File: config.mk
export PLATFORM = sky130hd
export DESIGN_NAME = line_raster_3d
export DESIGN_NICKNAME = d
export VERILOG_FILES = /design/src/hw/rtl/lr3_pkg.sv /design/src/hw/rtl/lr3_ctrl.sv /design/src/hw/rtl/lr3_datapath.sv /design/src/hw/rtl/line_raster_3d.sv
export SDC_FILE = /design/constraint.sdc
export NUM_CORES = 1
export LEC_CHECK = 0
export ABC_AREA = 1
export ABC_CLOCK_PERIOD_IN_PS = 7260
export BUFFER_PORTS_ARGS = -buffer_cell sky130_fd_sc_hd__buf_2
export CAP_MARGIN = 10
export CORE_MARGIN = 3
export CORE_UTILIZATION = 60
export CTS_BUF_LIST = sky130_fd_sc_hd__clkbuf_8
export DETAILED_ROUTE_END_ITERATION = 6
export GPL_TIMING_DRIVEN = 0
export PLACE_DENSITY = 0.79
export REMOVE_ABC_BUFFERS = 1
export SYNTH_ARGS = -nofsm -noshare
export SYNTH_HDL_FRONTEND = slang
export SYNTH_SLANG_ARGS = --single-unit
File: constraint.sdc
create_clock -name clk -period 7.26 [get_ports clk]
set_input_delay 0 -clock clk [delete_from_list [all_inputs] [get_ports clk]]
set_output_delay 0 -clock clk [all_outputs]
set_load 0.01 [all_outputs]
File: src/hw/rtl/lr3_pkg.sv
// ---------------------------------------------------------------------------
// lr3_pkg
// Types and constants shared by the 3D line rasterizer modules.
// ---------------------------------------------------------------------------
package lr3_pkg;

  localparam int COORD_W   = 6;
  localparam int COLOR_W   = 8;
  localparam int SIZE_W    = 7;
  localparam int IDX_W     = 18;
  localparam int ERR_W     = 10;
  localparam int CFG_IDX_W = 2;
  localparam int CFG_DAT_W = SIZE_W;
  localparam int DIM_MAX_DEF = 64;
  localparam logic [SIZE_W-1:0] SIZE_RST = SIZE_W'(64);

  localparam logic [CFG_IDX_W-1:0] CFG_SIZE_X = 2'd0;
  localparam logic [CFG_IDX_W-1:0] CFG_SIZE_Y = 2'd1;
  localparam logic [CFG_IDX_W-1:0] CFG_SIZE_Z = 2'd2;

  localparam logic [1:0] AXIS_X = 2'd0;
  localparam logic [1:0] AXIS_Y = 2'd1;
  localparam logic [1:0] AXIS_Z = 2'd2;

  typedef struct packed {
    logic [COORD_W-1:0] start_x;
    logic [COORD_W-1:0] start_y;
    logic [COORD_W-1:0] start_z;
    logic [COORD_W-1:0] end_x;
    logic [COORD_W-1:0] end_y;
    logic [COORD_W-1:0] end_z;
    logic [COLOR_W-1:0] red;
    logic [COLOR_W-1:0] green;
    logic [COLOR_W-1:0] blue;
  } in_item_t;

  typedef struct packed {
    logic [COORD_W-1:0] vox_x;
    logic [COORD_W-1:0] vox_y;
    logic [COORD_W-1:0] vox_z;
    logic [IDX_W-1:0]   voxel_index;
    logic [COLOR_W-1:0] red_out;
    logic [COLOR_W-1:0] green_out;
    logic [COLOR_W-1:0] blue_out;
    logic               inside_res;
    logic               last_point;
  } out_item_t;

  typedef enum logic [1:0] {
    ST_IDLE,
    ST_SETUP,
    ST_WALK,
    ST_DRAIN
  } state_t;

  typedef struct packed {
    logic load;
    logic setup;
    logic step;
  } ctrl_cmd_t;

  typedef struct packed {
    logic at_end;
    logic s1_valid;
  } ctrl_sts_t;

endpackage

File: src/hw/rtl/lr3_ctrl.sv
// ---------------------------------------------------------------------------
// lr3_ctrl
// Sequencer for one line command: load, setup, walk, drain.
// ---------------------------------------------------------------------------
module lr3_ctrl (
  input  logic               clk,
  input  logic               rst_n,
  input  logic               start,
  input  lr3_pkg::ctrl_sts_t sts,
  output logic               busy,
  output lr3_pkg::ctrl_cmd_t cmd
);

  lr3_pkg::state_t state_r;
  lr3_pkg::state_t state_nxt;

  always_ff @(posedge clk) begin
    if (!rst_n) begin
      state_r <= lr3_pkg::ST_IDLE;
    end else begin
      state_r <= state_nxt;
    end
  end

  always_comb begin
    state_nxt = state_r;
    cmd       = '0;
    busy      = 1'b1;
    case (state_r)
      lr3_pkg::ST_IDLE: begin
        busy = 1'b0;
        if (start) begin
          cmd.load  = 1'b1;
          state_nxt = lr3_pkg::ST_SETUP;
        end
      end
      lr3_pkg::ST_SETUP: begin
        cmd.setup = 1'b1;
        state_nxt = lr3_pkg::ST_WALK;
      end
      lr3_pkg::ST_WALK: begin
        cmd.step = 1'b1;
        if (sts.at_end) begin
          state_nxt = lr3_pkg::ST_DRAIN;
        end
      end
      lr3_pkg::ST_DRAIN: begin
        if (!sts.s1_valid) begin
          state_nxt = lr3_pkg::ST_IDLE;
        end
      end
      default: begin
        state_nxt = lr3_pkg::ST_IDLE;
      end
    endcase
  end

endmodule

File: src/hw/rtl/lr3_datapath.sv
// ---------------------------------------------------------------------------
// lr3_datapath
// Size registers, Bresenham walker and two-stage voxel index pipeline.
// ---------------------------------------------------------------------------
module lr3_datapath #(
  parameter int DIM_MAX = lr3_pkg::DIM_MAX_DEF
) (
  input  logic                                clk,
  input  logic                                rst_n,
  input  lr3_pkg::in_item_t                   in_item,
  input  logic                                cfg_we,
  input  logic [lr3_pkg::CFG_IDX_W-1:0]       cfg_index,
  input  logic [lr3_pkg::CFG_DAT_W-1:0]       cfg_data,
  input  lr3_pkg::ctrl_cmd_t                  cmd,
  output lr3_pkg::ctrl_sts_t                  sts,
  output logic                                out_valid,
  output lr3_pkg::out_item_t                  out_item
);

  localparam int CW = lr3_pkg::COORD_W;
  localparam int SW = lr3_pkg::SIZE_W;
  localparam int EW = lr3_pkg::ERR_W;
  localparam int IW = lr3_pkg::IDX_W;
  localparam int YW = CW + SW;
  localparam int PW = 2 * SW;

  logic [SW-1:0] size_x_r, size_y_r, size_z_r;
  logic [SW-1:0] sx_c, sy_c, sz_c;

  logic [CW-1:0] pos_r [3];
  logic [CW-1:0] end_r [3];
  logic [CW-1:0] d_r   [3];
  logic          s_r   [3];
  logic [EW-1:0] err_r [3];
  logic [1:0]    axis_r;
  logic [3*lr3_pkg::COLOR_W-1:0] colour_r;
  logic [PW-1:0] sxy_r;

  logic [CW-1:0] d_c   [3];
  logic [1:0]    axis_c;
  logic [CW-1:0] pos_nxt [3];
  logic [EW-1:0] err_nxt [3];
  logic          at_end;

  logic          s1_valid_r;
  logic [CW-1:0] s1_x_r, s1_y_r, s1_z_r;
  logic [YW-1:0] s1_ysx_r;
  logic [IW-1:0] s1_zsxy_r;
  logic          s1_in_r;
  logic          s1_last_r;
  logic [IW-1:0] zsxy_c;

  logic               out_valid_r;
  lr3_pkg::out_item_t out_item_r;

  // configuration registers
  always_ff @(posedge clk) begin
    if (!rst_n) begin
      size_x_r <= lr3_pkg::SIZE_RST;
      size_y_r <= lr3_pkg::SIZE_RST;
      size_z_r <= lr3_pkg::SIZE_RST;
    end else if (cfg_we) begin
      case (cfg_index)
        lr3_pkg::CFG_SIZE_X: size_x_r <= cfg_data;
        lr3_pkg::CFG_SIZE_Y: size_y_r <= cfg_data;
        lr3_pkg::CFG_SIZE_Z: size_z_r <= cfg_data;
        default: begin
        end
      endcase
    end
  end

  always_comb begin
    sx_c = (32'(size_x_r) > 32'(DIM_MAX)) ? SW'(DIM_MAX) : size_x_r;
    sy_c = (32'(size_y_r) > 32'(DIM_MAX)) ? SW'(DIM_MAX) : size_y_r;
    sz_c = (32'(size_z_r) > 32'(DIM_MAX)) ? SW'(DIM_MAX) : size_z_r;
  end

  // deltas and driving axis from the loaded endpoints
  always_comb begin
    for (int i = 0; i < 3; i++) begin
      d_c[i] = (end_r[i] >= pos_r[i]) ? end_r[i] - pos_r[i] : pos_r[i] - end_r[i];
    end
    if (d_c[0] >= d_c[1] && d_c[0] >= d_c[2]) begin
      axis_c = lr3_pkg::AXIS_X;
    end else if (d_c[1] >= d_c[2]) begin
      axis_c = lr3_pkg::AXIS_Y;
    end else begin
      axis_c = lr3_pkg::AXIS_Z;
    end
  end

  // one Bresenham step
  always_comb begin
    at_end = (pos_r[axis_r] == end_r[axis_r]);
    for (int i = 0; i < 3; i++) begin
      pos_nxt[i] = pos_r[i];
      err_nxt[i] = err_r[i] + EW'({d_r[i], 1'b0});
      if (2'(i) == axis_r) begin
        pos_nxt[i] = s_r[i] ? pos_r[i] + CW'(1) : pos_r[i] - CW'(1);
        err_nxt[i] = err_r[i];
      end else if (!err_r[i][EW-1]) begin
        pos_nxt[i] = s_r[i] ? pos_r[i] + CW'(1) : pos_r[i] - CW'(1);
        err_nxt[i] = err_r[i] - EW'({d_r[axis_r], 1'b0}) + EW'({d_r[i], 1'b0});
      end
    end
  end

  always_ff @(posedge clk) begin
    if (cmd.load) begin
      pos_r[0] <= in_item.start_x;
      pos_r[1] <= in_item.start_y;
      pos_r[2] <= in_item.start_z;
      end_r[0] <= in_item.end_x;
      end_r[1] <= in_item.end_y;
      end_r[2] <= in_item.end_z;
      colour_r <= {in_item.red, in_item.green, in_item.blue};
    end else if (cmd.setup) begin
      axis_r <= axis_c;
      sxy_r  <= PW'(sx_c) * PW'(sy_c);
      for (int i = 0; i < 3; i++) begin
        d_r[i]   <= d_c[i];
        s_r[i]   <= (end_r[i] > pos_r[i]);
        err_r[i] <= EW'({d_c[i], 1'b0}) - EW'(d_c[axis_c]);
      end
    end else if (cmd.step && !at_end) begin
      for (int i = 0; i < 3; i++) begin
        pos_r[i] <= pos_nxt[i];
        err_r[i] <= err_nxt[i];
      end
    end
  end

  // stage 1: clip and partial products
  assign zsxy_c = IW'(pos_r[2]) * IW'(sxy_r);

  always_ff @(posedge clk) begin
    if (!rst_n) begin
      s1_valid_r <= 1'b0;
    end else begin
      s1_valid_r <= cmd.step;
    end
  end

  always_ff @(posedge clk) begin
    if (cmd.step) begin
      s1_x_r    <= pos_r[0];
      s1_y_r    <= pos_r[1];
      s1_z_r    <= pos_r[2];
      s1_ysx_r  <= YW'(pos_r[1]) * YW'(sx_c);
      s1_zsxy_r <= zsxy_c;
      s1_in_r   <= (SW'(pos_r[0]) < sx_c) && (SW'(pos_r[1]) < sy_c) &&
                   (SW'(pos_r[2]) < sz_c);
      s1_last_r <= at_end;
    end
  end

  // stage 2: index sum and result register
  always_ff @(posedge clk) begin
    if (!rst_n) begin
      out_valid_r <= 1'b0;
    end else begin
      out_valid_r <= s1_valid_r;
    end
  end

  always_ff @(posedge clk) begin
    if (s1_valid_r) begin
      out_item_r.vox_x       <= s1_x_r;
      out_item_r.vox_y       <= s1_y_r;
      out_item_r.vox_z       <= s1_z_r;
      out_item_r.voxel_index <= s1_in_r ?
                                (s1_zsxy_r + IW'(s1_ysx_r) + IW'(s1_x_r)) : '0;
      out_item_r.red_out     <= colour_r[3*lr3_pkg::COLOR_W-1:2*lr3_pkg::COLOR_W];
      out_item_r.green_out   <= colour_r[2*lr3_pkg::COLOR_W-1:lr3_pkg::COLOR_W];
      out_item_r.blue_out    <= colour_r[lr3_pkg::COLOR_W-1:0];
      out_item_r.inside_res  <= s1_in_r;
      out_item_r.last_point  <= s1_last_r;
    end
  end

  assign sts.at_end   = at_end;
  assign sts.s1_valid = s1_valid_r;
  assign out_valid    = out_valid_r;
  assign out_item     = out_item_r;

endmodule

File: src/hw/rtl/line_raster_3d.sv
// ---------------------------------------------------------------------------
// line_raster_3d
// 3D Bresenham line rasterizer: one result per voxel, start to end inclusive.
// ---------------------------------------------------------------------------
//  channel  ports                            transfer
//  in       start, busy, in_item             start && !busy at clk edge
//  out      out_valid, out_item              one-cycle strobe, no stall
//  cfg      cfg_we, cfg_index, cfg_data      cfg_we at clk edge
//
//  A line of N voxels (N = largest axis delta + 1, at most 64) keeps busy
//  high through the setup state, the walk of the stepper over all N voxels
//  and the drain of the index pipeline (clip/multiply, then sum).
//  Results of one line appear on consecutive cycles.
//  Reset is synchronous, active low; sizes reset to 64.
//  The receiver cannot stall; out_valid marks each result for one cycle.
// ---------------------------------------------------------------------------
module line_raster_3d #(
  parameter int DIM_MAX = lr3_pkg::DIM_MAX_DEF
) (
  input  logic                          clk,
  input  logic                          rst_n,
  input  logic                          start,
  output logic                          busy,
  input  lr3_pkg::in_item_t             in_item,
  output logic                          out_valid,
  output lr3_pkg::out_item_t            out_item,
  input  logic                          cfg_we,
  input  logic [lr3_pkg::CFG_IDX_W-1:0] cfg_index,
  input  logic [lr3_pkg::CFG_DAT_W-1:0] cfg_data
);

  lr3_pkg::ctrl_cmd_t cmd;
  lr3_pkg::ctrl_sts_t sts;

  lr3_ctrl u_ctrl (
    .clk   (clk),
    .rst_n (rst_n),
    .start (start),
    .sts   (sts),
    .busy  (busy),
    .cmd   (cmd)
  );

  lr3_datapath #(
    .DIM_MAX (DIM_MAX)
  ) u_dp (
    .clk       (clk),
    .rst_n     (rst_n),
    .in_item   (in_item),
    .cfg_we    (cfg_we),
    .cfg_index (cfg_index),
    .cfg_data  (cfg_data),
    .cmd       (cmd),
    .sts       (sts),
    .out_valid (out_valid),
    .out_item  (out_item)
  );

endmodule

---- After elaboration in Yosys (flattened, before gate mapping) ----
Memories as Yosys holds them, arrays and structs flattened. A register that Yosys moved wholly into a read port is not among the register bits.
Index checks and enable logic that the tools add are counted.
storage, ports and cells
  bits in registers ....................... 178
  memory bits (writable) .................. 87
  input port bits ......................... 73
  output and inout port bits .............. 64
  word-level logic and storage cells ...... 160
  memories kept ........................... 5
memories
  memory      words  bits a word  rd ports  clocked after memory_dff  write ports  RTL line            text
  u_dp.err_r  3      10           3         0                         3            lr3_datapath.sv:34  logic [EW-1:0] err_r [3];
  u_dp.d_r    3      6            4         1                         3            lr3_datapath.sv:32  logic [CW-1:0] d_r [3];
  u_dp.end_r  3      6            4         1                         3            lr3_datapath.sv:31  logic [CW-1:0] end_r [3];
  u_dp.pos_r  3      6            4         1                         3            lr3_datapath.sv:30  logic [CW-1:0] pos_r [3];
  u_dp.s_r    3      1            3         0                         3            lr3_datapath.sv:33  logic s_r [3];
cells by class
  add/sub/neg operators ................... 26
  multipliers ............................. 3
  magnitude comparators ................... 16
  eq/ne operators ......................... 11
  muxes and demuxes ....................... 53
  bitwise gates (word level) .............. 8
  reductions and logical operators ........ 13
operators by type and width
  kind                                               count
  2-to-1 mux 6 bit                                   17
  2-to-1 mux 10 bit                                  9
  adder 10 x 7 -> 10 bit                             6
  >= comparator 6 bit                                6
  subtractor 6 bit                                   6
  subtractor 10 x 7 -> 10 bit                        3
  subtractor 7 x 6 -> 8 bit                          3
  > comparator 7 bit (second input constant)         3
  less-than comparator 6 x 7 -> 1 bit                3
  2-to-1 mux 7 bit                                   3
  adder 18 x 13 -> 18 bit                            1
  adder 18 x 6 -> 18 bit                             1
  adder 6 x 1 -> 6 bit (second input constant)       3
  > comparator 6 bit                                 3
  multiplier 6 x 14 -> 18 bit                        1
  subtractor 6 x 1 -> 6 bit (second input constant)  3
  2-to-1 mux 2 bit                                   8
  multiplier 7 x 7 -> 14 bit                         1
  2-to-1 mux 1 bit                                   14
  multiplier 6 x 7 -> 13 bit                         1
  binary-select mux 6 bit (select 2 bit)             1
  one-hot mux 2 bit (4 select lines)                 1
  AND reduction 2 bit                                4
  equality test 2 bit (second input constant)        3
  14 further kinds                                   26

---- Depth between registers and ports, before layout ----
Gate-level depths: netlist of the first run.
  depth after elaboration ................. 11
  mapped depth ............................ 33
  depth with buffers taken out ............ 32

---- Modules after synthesis ----
From an unflattened synthesis of the first run, not the netlist that was laid out.
unflattened totals
  cells, all modules ...................... 2347
  area total of the unflattened synthesis .. 21076.5 µm²
modules (own cells, without submodules)
  module        instances  cells an instance  area each (µm²)  seq. area each (µm²)
  lr3_datapath  1          2320               20890.0          7617.3
  lr3_ctrl      1          27                 186.4            40.0

---- Least setup slack after synthesis of the first run ----
Ideal clock, no wire load.
  path kind ............................... register to register
  start point ............................. reg u_dp.size_x_r[0]
  end point ............................... reg u_dp.sxy_r[12], data pin
  data arrival time ....................... 4.605 ns
  slack ................................... 2.397 ns
  stages on the path, launching flop included .. 24
  buffers on the path ..................... 0
  clock period less this slack ............ 4.863 ns
  path through ............................ dfxtp_1 nor4_1 nand3_1 nand2_1 inv_1 nor2_1 inv_1 nor2_1 fa_1 ha_1 inv_1 fa_1 fa_1 inv_1 ha_1 a21o_1 a31oi_1 o21ai_0 nand2_1 nand2_1 a21oi_1 o21bai_1 a21oi_1 xnor2_1
between the ends
  cells in the longest elaborated chain, start to end .. 3
ends and longest elaborated chain
  element                         RTL line             text
  start, declared                 lr3_datapath.sv:27   logic [SW-1:0] size_x_r, size_y_r, size_z_r;
  start signal, assigned          lr3_datapath.sv:59   size_x_r <= lr3_pkg::SIZE_RST;
  start signal, assigned          lr3_datapath.sv:64   lr3_pkg::CFG_SIZE_X: size_x_r <= cfg_data;
  > comparator 7 bit              lr3_datapath.sv:74   sx_c = (32'(size_x_r) > 32'(DIM_MAX)) ? SW'(DIM_MAX) : size_x_r;
  2-to-1 mux 7 bit (*)            lr3_datapath.sv:74
  multiplier 7 x 7 -> 14 bit (*)  lr3_datapath.sv:120  sxy_r <= PW'(sx_c) * PW'(sy_c);
  end signal, assigned            lr3_datapath.sv:120
  end, declared                   lr3_datapath.sv:37   logic [PW-1:0] sxy_r;
Mark *: on every way between the ends. The rest lies on a longest branch, timed or not.
A chain may end at the register's enable or synchronous reset.

==> results.cfg, run 1 <==
[route]
first_pass_iters = 5
vias = 17500
drc_errors = 0
drt-total-wl_um = 53400
viasPerCell = 5.55
initialDrtViolationCount = 1490
ant_nets = 0
avgRoutedWirePerCell_um = 16.9

[layout]
fin_util_pct = 70.1
final_net_count = 3101
syn2layout_area_growth_pct = 14.3
fillers = 2578
drive_gt1_share_pct = 9.70
n_antenna_cell = 0

[global_route]
antenna_found_initial = 0
grt_pass1_wl_um = 87900
grt_pass1_vias = 17900
grt_overflow = 0
grt_max_degree = 65
grt_usage_pct = 28.3

[cts]
root_buffer = clkbuf_8
numCtsBuffers = 46
clock-sinks = 264
clk_path_buf_depth = 3
clkLatencyLatePin_ns = 0.61
clkTransAtPathRegs_ns = 0.06
cts_tree = done
cts_setup_buffers = 0
htreeDepth = 2

[setup_path]
rrSetupSlack_ns = 1.29
arrival_ns = 6.33
startpoint = u_dp.pos_r[2][1]
path_max_fanout = 22
critPathLaunchType = register
r2r-start = u_dp.pos_r[2][1]
critPathRequiredTime_ns = 7.62
crit_type = reg -> reg
cp-end-kind = register

[synth]
synth-seq-cells = 264
netlist_area_mm2 = 0.0213
synth_edf_count = 237
synth_compound_area_share_pct = 9.21
yosysTopAreaCell = edfxtp_1
netlist_instances = 2430
post_synth_fa_ha_maj_area_fraction_pct = 26.0
synth_simple_gate_area_share_pct = 16.6
netlist_top_cells_area = edfxtp_1 (33%), ha_1 (14%), fa_1 (12%)
async_flop_share_pct = 0
syn_avg_cell_area_um2 = 8.77
muxShareOfSynthArea_pct = 0
synth_top_family_by_area = adder cells
synthXorXnorAreaFrac_pct = 3.08
yosysUniqueCellTypes = 49
yosys_warnings = 0
synth.top_cell.area_share_pct = 33.4
yosysSeqAreaShare_pct = 35.9
synth_flop_cell = edfxtp_1

[timing]
drv_slew = 0
hold_viol_final = 0
tightest_slew_ns = 1.20
clock-skew-final_ns = 0.0238
fmax_mhz = 168
whs_ns = 0.118
slew_headroom_pct = 20.0
rsz0062_at_grt = false
fin_crit_ns = 5.97
final-setup-viol-count = 0
post-route-period-util_pct = 82.2
fin_tns_setup_ns = 0

[place]
port_buffers = 136
place_congestion = 0.925
dp_hpwl_um = 39100

[floorplan]
die_w_um = 195
io_pins = 137
rows = 68
core-area_mm2 = 0.0348
die_height_um = 195
die-area_mm2 = 0.0378
initial_core_util_pct = 61.3

[min_path]
holdCritStartpoint = in_item[30]
min_path_type = in -> reg

[flow_run]
max-cap-violations = 0

[run_status]
status = finished, final reports clean
-- Yosys cell counts (2+ instances only) --
cell,number
a211oi_1,7
a21o_1,4
a21oi_1,142
a21oi_2,4
a31oi_1,9
and2_1,2
buf_2,11
buf_6,2
clkbuf_1,22
clkinv_1,6
dfxtp_1,27
edfxtp_1,237
fa_1,133
ha_1,231
inv_1,465
inv_2,6
nand2_1,552
nand2_2,22
nand3_1,67
nand3_2,5
nand3b_1,3
nand4_1,16
nor2_1,174
nor2_2,3
nor2_4,2
nor3_1,10
o211ai_1,11
o21a_1,5
o21ai_0,124
o21ai_1,2
o21bai_1,3
o221ai_1,9
o22ai_1,21
o2bb2ai_1,2
o31ai_1,4
xnor2_1,26
xor2_1,49
-- sequential cells by signal (all words and copies together), names as in the netlist, named ones only --
name             flops
u_dp.size_x_r        7
u_dp.colour_r       24
u_dp.sxy_r          14
u_dp.s_r             3
u_dp.end_r          18
u_dp.pos_r          18
u_dp.s1_valid_r      1
u_dp.s1_zsxy_r      18
u_dp.s1_y_r          6
u_dp.s1_last_r       1
u_dp.s1_in_r         1
u_dp.out_item       62
u_dp.size_y_r        7
u_dp.size_z_r        7
u_dp.axis_r          2
u_dp.s1_ysx_r       13
u_dp.s1_x_r          6
u_dp.out_valid       1
u_dp.d_r            18
u_dp.err_r          27
u_dp.s1_z_r          6
u_ctrl.state_r       2
-- cell type report --
cell class | count | area, um2 | area share, %
Multi-Input combinational cell | 1654 | 11700 | 48.1
Sequential cell | 264 | 7660 | 31.4
Inverter | 477 | 1790 | 7.34
Timing Repair Buffer | 221 | 1570 | 6.45
Clock buffer | 47 | 647 | 2.65
Tap cell | 455 | 569 | 2.34
Clock inverter | 37 | 417 | 1.71
-- routing by layer --
metal | share of wire, % | wire length [um] | GRT usage [%] | vias to the layer above
met2 | 45 | 24300 | 45.5 | 760
met5 | 0 | 0 | 0 | -
met4 | 2.6 | 1410 | 8.96 | 0
met3 | 8.5 | 4540 | 5.15 | 112
met1 | 43 | 23200 | 39.5 | 8324
li1 | - | - | - | 8323
-- worst max-delay path, stage by stage (launching register included) --
cell and delay [ns]:
edfxtp_1 1.14, inv_1 0.23, fa_1 0.47, nand3_1 0.16, nand3_2 0.15, inv_1 0.14
nand2_1 0.06, o21ai_0 0.09, xor2_1 0.30, inv_1 0.18, ha_1 0.33, nand2_1 0.06
nor2_1 0.03, nand2_1 0.05, nand2_1 0.09, a21oi_2 0.40, inv_1 0.14, o221ai_1 0.46
ha_1 0.37, a21oi_1 0.26, o21bai_1 0.10, a21oi_1 0.22, nand2_1 0.08, nand2_1 0.06
nand2_1 0.05, nand2_1 0.05, nand2_1 0.06
-- path summary, 6_finish.rpt --
kind | end | depth (start not counted)
hold reg to reg | u_dp.out_item[12] | 0
setup reg to reg | u_dp.err_r[0][16] | 26
hold / removal | u_dp.end_r[1][0] | 2
setup / recovery | u_dp.err_r[0][16] | 26
-- kinds of logic (layout without fill, tap and decap cells) --
family | after synthesis | count (layout)
AO/OA/AOI/OAI | 352 | 352
XOR/XNOR | 75 | 75
AND/OR/NAND/NOR | 863 | 863
buffers and inverters | 512 | 782
flip-flops | 264 | 264
adder cells (fa/ha/maj) | 364 | 364
-- what timing repair did --
action | CTS | global route
endpoints found under the setup margin | 0 | 0
hold buffers | 81 | 0
hold endpoints to repair | 96 | 0
resized for setup | 0 | 0
-- per-stage QoR --
| stage | instance area [um2] | setup slack, ns | instances |
|---|---|---|---|
| after global routing | 24400 | 0.826 | 3155 |
| after CTS | 24400 | 1.41 | 3155 |
| final | 24400 | 1.29 | 3155 |
| after detailed placement | 22500 | 1.41 | 2990 |
| after floorplan | 21200 | 2.39 | 2395 |
| after global placement | 22400 | -0.205 | 2986 |
-- cells in the final DEF (no fill, tap or decap), types with 5 or more instances in the layout --
master,netlist,final
xor2_1,49,49
fa_1,133,133
nand4_1,16,16
buf_2,11,136
o221ai_1,9,9
nand2_2,22,22
nor2_1,174,174
nand2_1,552,552
clkbuf_8,0,47
clkinv_1,6,15
a21oi_1,142,142
ha_1,231,229
a31oi_1,9,9
o21a_1,5,5
a211oi_1,7,7
o211ai_1,11,11
nor3_1,10,10
clkinv_2,0,9
inv_2,6,7
inv_1,465,469
o21ai_0,124,124
nand3_1,67,66
dfxtp_1,27,26
bufinv_16,0,9
nand3_2,5,6
xnor2_1,26,26
edfxtp_1,237,237
o22ai_1,21,21
dlygate4sd3_1,0,81
Power of run 1 is not shown: default switching activity piles up to over one toggle a cycle in this logic, so the estimate is an artifact.
==> run 2: changes to the inputs <==
--- a/config.mk
+++ b/config.mk
@@ -5,16 +5,16 @@
 export SDC_FILE = /design/constraint.sdc
 export NUM_CORES = 1
 export LEC_CHECK = 0
-export ABC_AREA = 1
-export ABC_CLOCK_PERIOD_IN_PS = 7260
+export ABC_AREA = 0
+export ABC_CLOCK_PERIOD_IN_PS = 4970
 export BUFFER_PORTS_ARGS = -buffer_cell sky130_fd_sc_hd__buf_2
 export CAP_MARGIN = 10
 export CORE_MARGIN = 3
-export CORE_UTILIZATION = 60
+export CORE_UTILIZATION = 58
 export CTS_BUF_LIST = sky130_fd_sc_hd__clkbuf_8
 export DETAILED_ROUTE_END_ITERATION = 6
 export GPL_TIMING_DRIVEN = 0
-export PLACE_DENSITY = 0.79
+export PLACE_DENSITY = 0.8
 export REMOVE_ABC_BUFFERS = 1
 export SYNTH_ARGS = -nofsm -noshare
 export SYNTH_HDL_FRONTEND = slang
==> constraint.sdc (replaced) <==
create_clock -name clk -period 4.97 [get_ports clk]
set_input_delay 0 -clock clk [delete_from_list [all_inputs] [get_ports clk]]
set_output_delay 0 -clock clk [all_outputs]
set_load 0.01 [all_outputs]
==> run 2 against run 1 <==
- the flow now finishes with violations (hold timing, setup timing)
- non-clock buffer count rose by 83
- count of clock-buffer cells in the layout is 1 higher
- first-iteration DRC count fell by 19%
- synthesized cell count is 17% lower
- via count down 7.8%
- critical path type unchanged
- critical endpoint is now u_dp.err_r[0][7]
- largest cell class unchanged
==> results.cfg, run 2 <==
[run_status]
status = finished with violations
failed_checks = hold timing, setup timing

[route]
viasPerCell = 5.79
initialDrtViolationCount = 1202
drc_errors = 0
first_pass_iters = 5
ant_nets = 0
vias = 16200
avgRoutedWirePerCell_um = 19.4
drt-total-wl_um = 54200

[layout]
layout_commonest_cell = inv_1
multi_input_area_mm2 = 0.0125
register_area_mm2 = 0.00767
drive_gt1_share_pct = 18.4
fillers = 2326
syn2layout_area_growth_pct = 19.7
final_net_count = 2741
largest_reg_flops = 62
final_cell_mix = inv_1 (317), edfxtp_1 (237), ha_1 (216)
fin_area_mm2 = 0.0250

[timing]
hold_viol_final = 1
fin_ws_ns = -0.866
clock-skew-final_ns = 0.0405
final-setup-viol-count = 27
whs_ns = -0.0239
fin_crit_ns = 5.84
tightest_slew_ns = 1.05
drv_slew = 0
post-route-period-util_pct = 117
fmax_mhz = 171
rsz0062_at_grt = true
slew_headroom_pct = 29.0

[synth]
yosysSeqAreaShare_pct = 36.6
synth_flop_cell = edfxtp_1
netlist_top_cells_count = inv_1 (309), edfxtp_1 (237), ha_1 (231)
synthXorXnorAreaFrac_pct = 5.99
synth_edf_count = 237
synth_top_family_by_area = adder cells
muxShareOfSynthArea_pct = 2.68
yosysUniqueCellTypes = 80
synth.top_cell.area_share_pct = 34.0
async_flop_share_pct = 0
yosys_warnings = 0
synth-seq-cells = 264
netlist_area_mm2 = 0.0209
post_synth_fa_ha_maj_area_fraction_pct = 26.7
synth_simple_gate_area_share_pct = 10.6
netlist_instances = 2006
synth_compound_area_share_pct = 10.7
synthMostInstantiatedCell = inv_1
syn_avg_cell_area_um2 = 10.4
netlist_top_cells_area = edfxtp_1 (34%), ha_1 (14%), fa_1 (13%)
yosysTopAreaCell = edfxtp_1

[setup_path]
critPathRequiredTime_ns = 5.29
cp-end-kind = register
crit_type = reg -> reg
crit_top_cell = inv_1
critPathLaunchType = register
critPathSlowestCell = edfxtp_1
cpPeakStageDelay_ns = 0.41
path_max_fanout = 6
arrival_ns = 6.15

[flow_run]
max-cap-violations = 0

[floorplan]
core-area_mm2 = 0.0351
io_pins = 137
die_height_um = 196
rows = 68
initial_core_util_pct = 59.6
die-area_mm2 = 0.0384
die_w_um = 196

[global_route]
grt_pass1_vias = 16400
grt_max_degree = 65
grt_usage_pct = 27.5
grt_overflow = 0
grt_pass1_wl_um = 84900
antenna_found_initial = 1

[place]
dp_hpwl_um = 35500
placed_cell_area_mm2 = 0.0220
port_buffers = 136
place_congestion = 0.901

[cts]
root_buffer = clkbuf_8
clkTransAtPathRegs_ns = 0.06
clk_path_buf_depth = 3
clock-sinks = 264
clkLatencyLatePin_ns = 0.61
htreeDepth = 2
numCtsBuffers = 45
cts_tree = done

[min_path]
min_path_type = in -> reg
[run 2: worst paths after layout]
check / startpoint / end / slack, ns / cells after the start
worst max register to register: u_dp.end_r[1][0] / u_dp.err_r[0][7] / -0.87 / 26
worst min-delay path: cfg_we / u_dp.size_x_r[4] / -0.02 / 4
worst min register to register: u_dp.colour_r[11] / u_dp.out_item[13] / 0.41 / 0
worst max-delay path: u_dp.end_r[1][0] / u_dp.err_r[0][7] / -0.87 / 26
[run 2: layout make-up]
type / count / share of cell area [%]
clock inverters: 30 / 0.780
inverters: 310 / 4.68
well taps: 455 / 2.27
multi-input cells: 1379 / 50.1
diodes: 1 / 0.0100
repair buffers: 304 / 8.84
flip-flops and latches: 264 / 30.6
clock buffers: 48 / 2.64
[run 2: cell families (layout without fill, tap and decap cells)]
kind of cell,count (synthesis),after routing
AND/OR/NAND/NOR,460,460
flip-flops,264,264
buffers and inverters,363,692
multiplexers,54,54
XOR/XNOR,143,143
other,0,1
AO/OA/AOI/OAI,356,356
adder cells (fa/ha/maj),366,366
[run 2: what timing repair did]
action,CTS,global route
setup endpoints to repair,42,33
buffers inserted,48,42
resized for setup,88,67
pin swaps,39,36
hold endpoints to repair,85,0
hold buffers,73,0
gates cloned,0,0
[run 2: routing by layer]
layer,vias up,global-route usage [%],share of wire (%)
met5,-,0,0
met4,0,12.0,5.2
met3,180,4.04,7.8
met2,749,45.5,48
met1,7866,36.5,39
li1,7360,-,-
[run 2: per-stage QoR]
stage | instances | worst slack (ns) | util [%] | setup TNS [ns]
final | 2791 | -0.866 | 71.4 | -17.82
after global routing | 2791 | -1.07 | 71.4 | -22.98
after CTS | 2747 | -0.823 | 69.6 | -15.61
after detailed placement | 2548 | -2.40 | 62.8 | -58.76
after global placement | 2544 | -2.32 | 62.5 | -105.93
after floorplan | 1953 | -1.00 | - | -16.83
[run 2: worst max-delay path: cells and delay by family (launching register included)]
kind	cells	cell delay, ns
compound gates	11	2.07
fa+ha+maj	5	1.52
buf+inv	5	0.57
flops	1	0.41
simple gates	3	0.40
mux	1	0.38
xor+xnor	1	0.17
Power of run 2 is left out for the same reason.
